### src/rtl/gcs_pkg.sv
// Shared types and constants for the glyph column segmenter.
// No dependencies.
`timescale 1ns / 1ps

package gcs_pkg;

    localparam int COLOR_BITS    = 8;
    localparam int SIZE_BITS     = 11;
    localparam int THRESH_BITS   = 9;
    localparam int CFG_DATA_BITS = 11;
    localparam int CFG_IDX_BITS  = 2;
    localparam int BOX_POS_BITS  = 10;
    localparam int BOX_SIZE_BITS = 11;
    localparam int LUMA_BITS     = 24;

    localparam logic [15:0] COEF_RED   = 16'd19595;
    localparam logic [15:0] COEF_GREEN = 16'd38469;
    localparam logic [15:0] COEF_BLUE  = 16'd7472;
    localparam int          LUMA_SHIFT = 16;

    localparam logic [SIZE_BITS-1:0]   WIDTH_RST  = 11'd640;
    localparam logic [SIZE_BITS-1:0]   HEIGHT_RST = 11'd480;
    localparam logic [THRESH_BITS-1:0] THRESH_RST = 9'd128;

    typedef enum logic [CFG_IDX_BITS-1:0] {
        CFG_IMAGE_WIDTH    = 2'd0,
        CFG_IMAGE_HEIGHT   = 2'd1,
        CFG_DARK_THRESHOLD = 2'd2
    } cfg_index_t;

    typedef struct packed {
        logic [COLOR_BITS-1:0] red;
        logic [COLOR_BITS-1:0] green;
        logic [COLOR_BITS-1:0] blue;
    } pixel_t;

    typedef struct packed {
        logic [BOX_POS_BITS-1:0]  box_left;
        logic [BOX_POS_BITS-1:0]  box_top;
        logic [BOX_SIZE_BITS-1:0] box_width;
        logic [BOX_SIZE_BITS-1:0] box_height;
    } box_t;

endpackage

### src/rtl/glyph_column_segmenter.sv
// Glyph column segmenter: finds dark glyph bounding boxes by column projection.
// Pixels enter on the pixel channel (valid/stall) in column-major order, one
// request per pixel: rows 0..H-1 of column 0, then column 1, and so on.
// Each pixel is turned to gray and tested against dark_threshold; a running
// box collects ink pixels. At the end of a blank column that follows a column
// with ink, one request carrying the box leaves on the box channel.
// Configuration: cfg_write, cfg_index, cfg_data; write only while idle.
// Index 0 image_width, 1 image_height, 2 dark_threshold; other indexes ignored.
// Throughput: one pixel per clock, set by the single state-update stage, while
// no stalled box blocks it. A box closed by a pixel passes the input register,
// the ink register and the box register before it is shown; box_stall delays it.
// While box_stall holds a pending box, pixels keep filling the two inner
// stages; pixel_stall rises only when both are full.
// Reset clears the counters and valid flags, empties the running box and loads
// 640, 480, 128. State restarts after the last pixel of each image.
`timescale 1ns / 1ps

module glyph_column_segmenter
    import gcs_pkg::*;
#(
    parameter int MAX_WIDTH  = 1024,
    parameter int MAX_HEIGHT = 1024
)
(
    input  logic                     clk,
    input  logic                     rst_n,
    input  logic                     pixel_valid,
    output logic                     pixel_stall,
    input  pixel_t                   pixel,
    output logic                     box_valid,
    input  logic                     box_stall,
    output box_t                     box,
    input  logic                     cfg_write,
    input  logic [CFG_IDX_BITS-1:0]  cfg_index,
    input  logic [CFG_DATA_BITS-1:0] cfg_data
);

    localparam int CW = $clog2(MAX_WIDTH);
    localparam int RW = (MAX_HEIGHT > 1) ? $clog2(MAX_HEIGHT) : 1;
    localparam int MW = $clog2(MAX_WIDTH + 1);
    localparam int MH = $clog2(MAX_HEIGHT + 1);
    localparam int EW = (MW + 1 > SIZE_BITS) ? MW + 1 : SIZE_BITS;
    localparam int EH = (MH + 1 > SIZE_BITS) ? MH + 1 : SIZE_BITS;
    localparam int W_RST = (640 > MAX_WIDTH) ? MAX_WIDTH : 640;
    localparam int H_RST = (480 > MAX_HEIGHT) ? MAX_HEIGHT : 480;

    logic [SIZE_BITS-1:0]   image_width_reg;
    logic [SIZE_BITS-1:0]   image_height_reg;
    logic [THRESH_BITS-1:0] dark_threshold_reg;

    logic   pix_valid_reg;
    pixel_t pix_reg;
    logic   ink_valid_reg;
    logic   ink_reg;
    logic   box_valid_reg;
    box_t   box_reg;
    logic   ink_comb;

    logic [RW-1:0] row_count_reg, row_count_next;
    logic [CW-1:0] column_count_reg, column_count_next;
    logic [MW-1:0] min_column_reg, min_column_next;
    logic [MH-1:0] min_row_reg, min_row_next;
    logic [CW-1:0] max_column_reg, max_column_next;
    logic [RW-1:0] max_row_reg, max_row_next;
    logic          column_has_ink_reg, column_has_ink_next;
    logic          previous_column_blank_reg, previous_column_blank_next;

    logic          out_free, adv_state, take_ink, pixel_take;
    logic          emit;
    logic          row_last, column_last;
    logic [EW-1:0] width_x, width_eff;
    logic [EH-1:0] height_x, height_eff;
    logic [EW-1:0] min_col_x, box_w_x;
    logic [EH-1:0] min_row_x, box_h_x;
    box_t          box_comb;

    // configuration registers
    always_ff @(posedge clk or negedge rst_n)
    begin
        if (!rst_n)
        begin
            image_width_reg    <= WIDTH_RST;
            image_height_reg   <= HEIGHT_RST;
            dark_threshold_reg <= THRESH_RST;
        end
        else if (cfg_write)
        begin
            unique case (cfg_index)
                CFG_IMAGE_WIDTH:    image_width_reg    <= cfg_data;
                CFG_IMAGE_HEIGHT:   image_height_reg   <= cfg_data;
                CFG_DARK_THRESHOLD: dark_threshold_reg <= cfg_data[THRESH_BITS-1:0];
                default:            ;
            endcase
        end
    end

    // clamp sizes to 1..MAX
    always_comb
    begin
        width_x  = EW'(image_width_reg);
        height_x = EH'(image_height_reg);
        priority if (width_x == '0)
            width_eff = EW'(1);
        else if (width_x > EW'(MAX_WIDTH))
            width_eff = EW'(MAX_WIDTH);
        else
            width_eff = width_x;
        priority if (height_x == '0)
            height_eff = EH'(1);
        else if (height_x > EH'(MAX_HEIGHT))
            height_eff = EH'(MAX_HEIGHT);
        else
            height_eff = height_x;
    end

    // handshake
    assign out_free    = !box_valid_reg || !box_stall;
    assign adv_state   = ink_valid_reg && out_free;
    assign take_ink    = pix_valid_reg && (!ink_valid_reg || adv_state);
    assign pixel_stall = pix_valid_reg && !(!ink_valid_reg || adv_state);
    assign pixel_take  = pixel_valid && !pixel_stall;

    gcs_ink u_ink (
        .pixel     (pix_reg),
        .threshold (dark_threshold_reg),
        .ink       (ink_comb)
    );

    always_ff @(posedge clk or negedge rst_n)
    begin
        if (!rst_n)
        begin
            pix_valid_reg <= 1'b0;
            ink_valid_reg <= 1'b0;
            box_valid_reg <= 1'b0;
        end
        else
        begin
            if (pixel_take)
                pix_valid_reg <= 1'b1;
            else if (take_ink)
                pix_valid_reg <= 1'b0;

            if (take_ink)
                ink_valid_reg <= 1'b1;
            else if (adv_state)
                ink_valid_reg <= 1'b0;

            if (adv_state)
                box_valid_reg <= emit;
            else if (!box_stall)
                box_valid_reg <= 1'b0;
        end
    end

    always_ff @(posedge clk)
    begin
        if (pixel_take)
            pix_reg <= pixel;
        if (take_ink)
            ink_reg <= ink_comb;
        if (adv_state && emit)
            box_reg <= box_comb;
    end

    // box payload from the current box state
    always_comb
    begin
        min_col_x = EW'(min_column_reg);
        min_row_x = EH'(min_row_reg);
        box_w_x   = EW'(max_column_reg) - min_col_x + EW'(1);
        box_h_x   = EH'(max_row_reg) - min_row_x + EH'(1);
        box_comb.box_left   = min_col_x[BOX_POS_BITS-1:0];
        box_comb.box_top    = min_row_x[BOX_POS_BITS-1:0];
        box_comb.box_width  = box_w_x[BOX_SIZE_BITS-1:0];
        box_comb.box_height = box_h_x[BOX_SIZE_BITS-1:0];
    end

    assign row_last    = (EH'(row_count_reg) + EH'(1)) >= height_eff;
    assign column_last = (EW'(column_count_reg) + EW'(1)) >= width_eff;

    always_comb
    begin
        row_count_next             = row_count_reg;
        column_count_next          = column_count_reg;
        min_column_next            = min_column_reg;
        min_row_next               = min_row_reg;
        max_column_next            = max_column_reg;
        max_row_next               = max_row_reg;
        column_has_ink_next        = column_has_ink_reg;
        previous_column_blank_next = previous_column_blank_reg;
        emit                       = 1'b0;

        if (ink_reg)
        begin
            if (MW'(column_count_reg) < min_column_reg)
                min_column_next = MW'(column_count_reg);
            if (MH'(row_count_reg) < min_row_reg)
                min_row_next = MH'(row_count_reg);
            if (column_count_reg > max_column_reg)
                max_column_next = column_count_reg;
            if (row_count_reg > max_row_reg)
                max_row_next = row_count_reg;
            column_has_ink_next = 1'b1;
        end

        if (row_last)
        begin
            if (!column_has_ink_next)
            begin
                if (!previous_column_blank_reg)
                begin
                    emit            = 1'b1;
                    min_column_next = MW'(width_eff);
                    min_row_next    = MH'(height_eff);
                    max_column_next = '0;
                    max_row_next    = '0;
                end
                previous_column_blank_next = 1'b1;
            end
            else
            begin
                previous_column_blank_next = 1'b0;
            end
            column_has_ink_next = 1'b0;
            row_count_next      = '0;
            if (column_last)
            begin
                column_count_next          = '0;
                min_column_next            = MW'(width_eff);
                min_row_next               = MH'(height_eff);
                max_column_next            = '0;
                max_row_next               = '0;
                previous_column_blank_next = 1'b1;
            end
            else
            begin
                column_count_next = column_count_reg + CW'(1);
            end
        end
        else
        begin
            row_count_next = row_count_reg + RW'(1);
        end
    end

    always_ff @(posedge clk or negedge rst_n)
    begin
        if (!rst_n)
        begin
            row_count_reg             <= '0;
            column_count_reg          <= '0;
            min_column_reg            <= MW'(W_RST);
            min_row_reg               <= MH'(H_RST);
            max_column_reg            <= '0;
            max_row_reg               <= '0;
            column_has_ink_reg        <= 1'b0;
            previous_column_blank_reg <= 1'b1;
        end
        else if (adv_state)
        begin
            row_count_reg             <= row_count_next;
            column_count_reg          <= column_count_next;
            min_column_reg            <= min_column_next;
            min_row_reg               <= min_row_next;
            max_column_reg            <= max_column_next;
            max_row_reg               <= max_row_next;
            column_has_ink_reg        <= column_has_ink_next;
            previous_column_blank_reg <= previous_column_blank_next;
        end
    end

    assign box_valid = box_valid_reg;
    assign box       = box_reg;

endmodule

### src/rtl/gcs_ink.sv
// Gray conversion and ink test for one pixel.
// Depends on gcs_pkg.
`timescale 1ns / 1ps

module gcs_ink
    import gcs_pkg::*;
(
    input  pixel_t                 pixel,
    input  logic [THRESH_BITS-1:0] threshold,
    output logic                   ink
);

    logic [LUMA_BITS-1:0]   luma_sum;
    logic [COLOR_BITS-1:0]  gray;

    assign luma_sum = LUMA_BITS'(pixel.red * COEF_RED)
                    + LUMA_BITS'(pixel.green * COEF_GREEN)
                    + LUMA_BITS'(pixel.blue * COEF_BLUE);
    assign gray = luma_sum[LUMA_SHIFT +: COLOR_BITS];
    assign ink  = ({1'b0, gray} < threshold);

endmodule

### config.mk
export PLATFORM = sky130hd
export DESIGN_NAME = glyph_column_segmenter
export DESIGN_NICKNAME = d
export VERILOG_FILES = /design/src/rtl/gcs_pkg.sv /design/src/rtl/glyph_column_segmenter.sv /design/src/rtl/gcs_ink.sv
export SDC_FILE = /design/constraint.sdc
export NUM_CORES = 1
export LEC_CHECK = 0
export BUFFER_PORTS_ARGS = -buffer_cell sky130_fd_sc_hd__buf_2
export CORE_UTILIZATION = 35
export DETAILED_ROUTE_END_ITERATION = 7
export PLACE_DENSITY = 0.56
export SETUP_SLACK_MARGIN = 0.3
export SYNTH_ARGS = -nofsm -noshare
export SYNTH_HDL_FRONTEND = slang
export SYNTH_SLANG_ARGS = --single-unit
### constraint.sdc
create_clock -name clk -period 8 [get_ports clk]
set_clock_uncertainty 0.1 [all_clocks]
set_input_delay 0.8 -clock clk [delete_from_list [all_inputs] [get_ports clk]]
set_output_delay 0.8 -clock clk [all_outputs]
set_load 0.01 [all_outputs]
==> summary.txt <==
Timing
  – Tightest Pin Transition: 985 ps
  – Relative slew slack: 34.3%
  – Final worst slack: 503 ps
  – Final Setup Violations: 0
  – Tcrit/Tclk final: 93.7%
  – Max Freq: 133 MHz
  – TNS Setup: 0 ps
  – Final hold vios: 0
  – RSZ-0062 raised after global routing: true
  – Max-slew violation count: 0
  – Crit path time final: 7500 ps
  – Hold Slack: 155 ps

Routing
  – Final wirelength: 31200 um
  – Via count: 9474
  – Vias/cell: 4.81
  – DRC Markers: 0
  – 1st-iter DRT viols: 395
  – DRT Pass-1 Iters: 4
  – Post-DRT Antenna Nets: 0
  – DR WL/cell: 15.9 um

Outcome
  – Status: completed

GRT
  – Total track usage: 15.8%
  – Initial antenna violation count: 0
  – Vias in the first global route: 9944
  – Pin count of the biggest net entering global routing: 77
  – Remaining Overflow, GRT: 0
  – First-pass GRT wire length: 51200 um

Cells and area
  – Final net count: 1832
  – Utilization after layout: 40.6%
  – Share of layout cells above drive strength 1: 15.7%
  – Fin area: 0.0161 sq mm
  – Ant diodes: 0
  – Post-Layout Cell Count: 1969
  – Layout area overhead: 13.8%
  – Max FFs per register: 42

CTS
  – H-tree depth: 4
  – Max Root-Sink Buffers: 2
  – CTS Sinks: 165
  – Reg clk slew, reported paths: 80 ps
  – Number of buffers created by CTS: 17
  – Clk root buf: clkbuf_16
  – Skew-Pair Late Insertion Delay: 440 ps
  – CTS tree: done
  – Hold buffers post-CTS: 0

Hold path
  – HP Class: primary input to asynchronous set/reset pin

Placement
  – IO Port Bufs: 85
  – Post-DP HPWL: 24800 um
  – Routability congestion estimate from global placement: 0.874
  – Placed Area: 0.0153 sq mm
  – Pre-CTS setup slack: -62.7 ps
  – Placed cell count: 1931

Synthesis
  – Asr flop ratio synth: 59.4%
  – Post-Syn Area: 0.0142 sq mm
  – Synthesized net count: 1732
  – Most common cell in the netlist: inv_1
  – Area contributors post-synth: ha_1 (23%), dfrtp_1 (15%), fa_1 (14%)
  – Post-Syn Instances: 1331
  – Dominant synthesized flop cell: dfrtp_1
  – Synth top area share: 22.7%
  – Distinct cell type count after synthesis: 52
  – Number of enable flip-flop cells after synthesis: 67
  – Post-synth top cells: inv_1 (280), ha_1 (257), fa_1 (102)
  – Avg Inst Size Synth: 10.7 sq um
  – Register bit total from synthesis: 165
  – Register area share after synthesis: 31.6%
  – Syn. warnings: 0
  – Area leader, netlist: ha_1

Worst setup path
  – Worst path slowest cell: fa_2
  – CP required: 8090 ps
  – Most common cell on crit path: fa_1
  – Setup CP Type: flip-flop to flip-flop
  – CP peak stage delay: 530 ps
  – Crit path DAT: 7590 ps
  – Worst-path maximum fanout: 3
  – Setup crit start kind: flip-flop
  – Critical Path End Type: flip-flop

Die
  – Initial Util: 35.6%
  – I/O pins: 86
  – Row cnt: 73
  – Die area: 0.0413 sq mm
  – Die height: 203 um
  – Die X-Extent: 203 um
  – Core area: 0.0398 sq mm

Power
  – VDD IR-drop max: 0.000486 V
  – Power Density: 445 mW/mm^2
  – P_leak: 7.90 nW
  – Design Power: 7.18 mW

Job
  – Max Cap Viol: 0
-- kinds of logic after synthesis --
family,count (synthesis),synth area share [%]
adder cells (fa/ha/maj),359,37.1
multiplexers,30,2.38
AO/OA/AOI/OAI,200,9.84
flip-flops,165,31.6
AND/OR/NAND/NOR,223,7.78
buffers and inverters,301,8.07
XOR/XNOR,53,3.27
-- power by group --
group,switching [mW],internal (mW)
clock,0.394,0.503
sequential,0.144,1.06
combinational,2.70,2.38
-- final timing paths --
| path | startpoint | endpoint | slack [ps] | cells after the start |
|---|---|---|---|---|
| max | pix_reg[6] | ink_reg | 500 | 31 |
| min | rst_n | max_row_reg[3] | 160 | 1 |
| max reg2reg | pix_reg[6] | ink_reg | 500 | 31 |
| min reg2reg | min_column_reg[4] | box[36] | 350 | 0 |
| max in group asynchronous | rst_n | dark_threshold_reg[8] | 6350 | 2 |
| min in group clk | min_column_reg[4] | box[36] | 350 | 0 |
-- what timing repair did --
action,4_1_cts,5_1_grt
endpoints found under the setup margin,1,1
resized for setup,15,23
buffers inserted,4,2
pin swaps,12,39
-- layer usage --
layer | up-vias | part of all wire, % | global-route usage [%]
li1 | 4699 | - | -
met1 | 4631 | 45 | 20.2
met2 | 123 | 51 | 27.9
met3 | 21 | 2.5 | 2.21
met4 | 0 | 0.95 | 4.16
met5 | - | 0 | 0
-- placed cells by master, fill, tap and decap left out, types with 26 or more instances in the layout --
master    Yosys  layout
edfxtp_1     67      67
a22o_1       26      26
ha_1        257     248
fa_1        102     100
nand2_1      69      67
inv_1       280     275
nor2_1       37      36
dfrtp_1      84      84
xnor2_1      39      35
a21oi_1      43      40
buf_2         6      84
o21ai_0      47      45
mux2_2       30      30
-- area by class of cell --
type	instances	area (sq um)
Timing Repair Buffer	102	556
Sequential cell	165	4480
Clock inverter	14	193
Clock buffer	18	429
Tap cell	525	657
Inverter	280	1050
Multi-Input combinational cell	865	8780
Fill cell	3917	23700
-- worst max-delay path, delay by kind of cell, from the launching register on --
family          cells  cell delay, ps
buf+inv             4             240
compound gates     10            1570
xor+xnor            2             220
simple gates        4             410
fa+ha+maj          11            4260
flops               1             450
No activity file was read; power rests on OpenSTA's default activity.
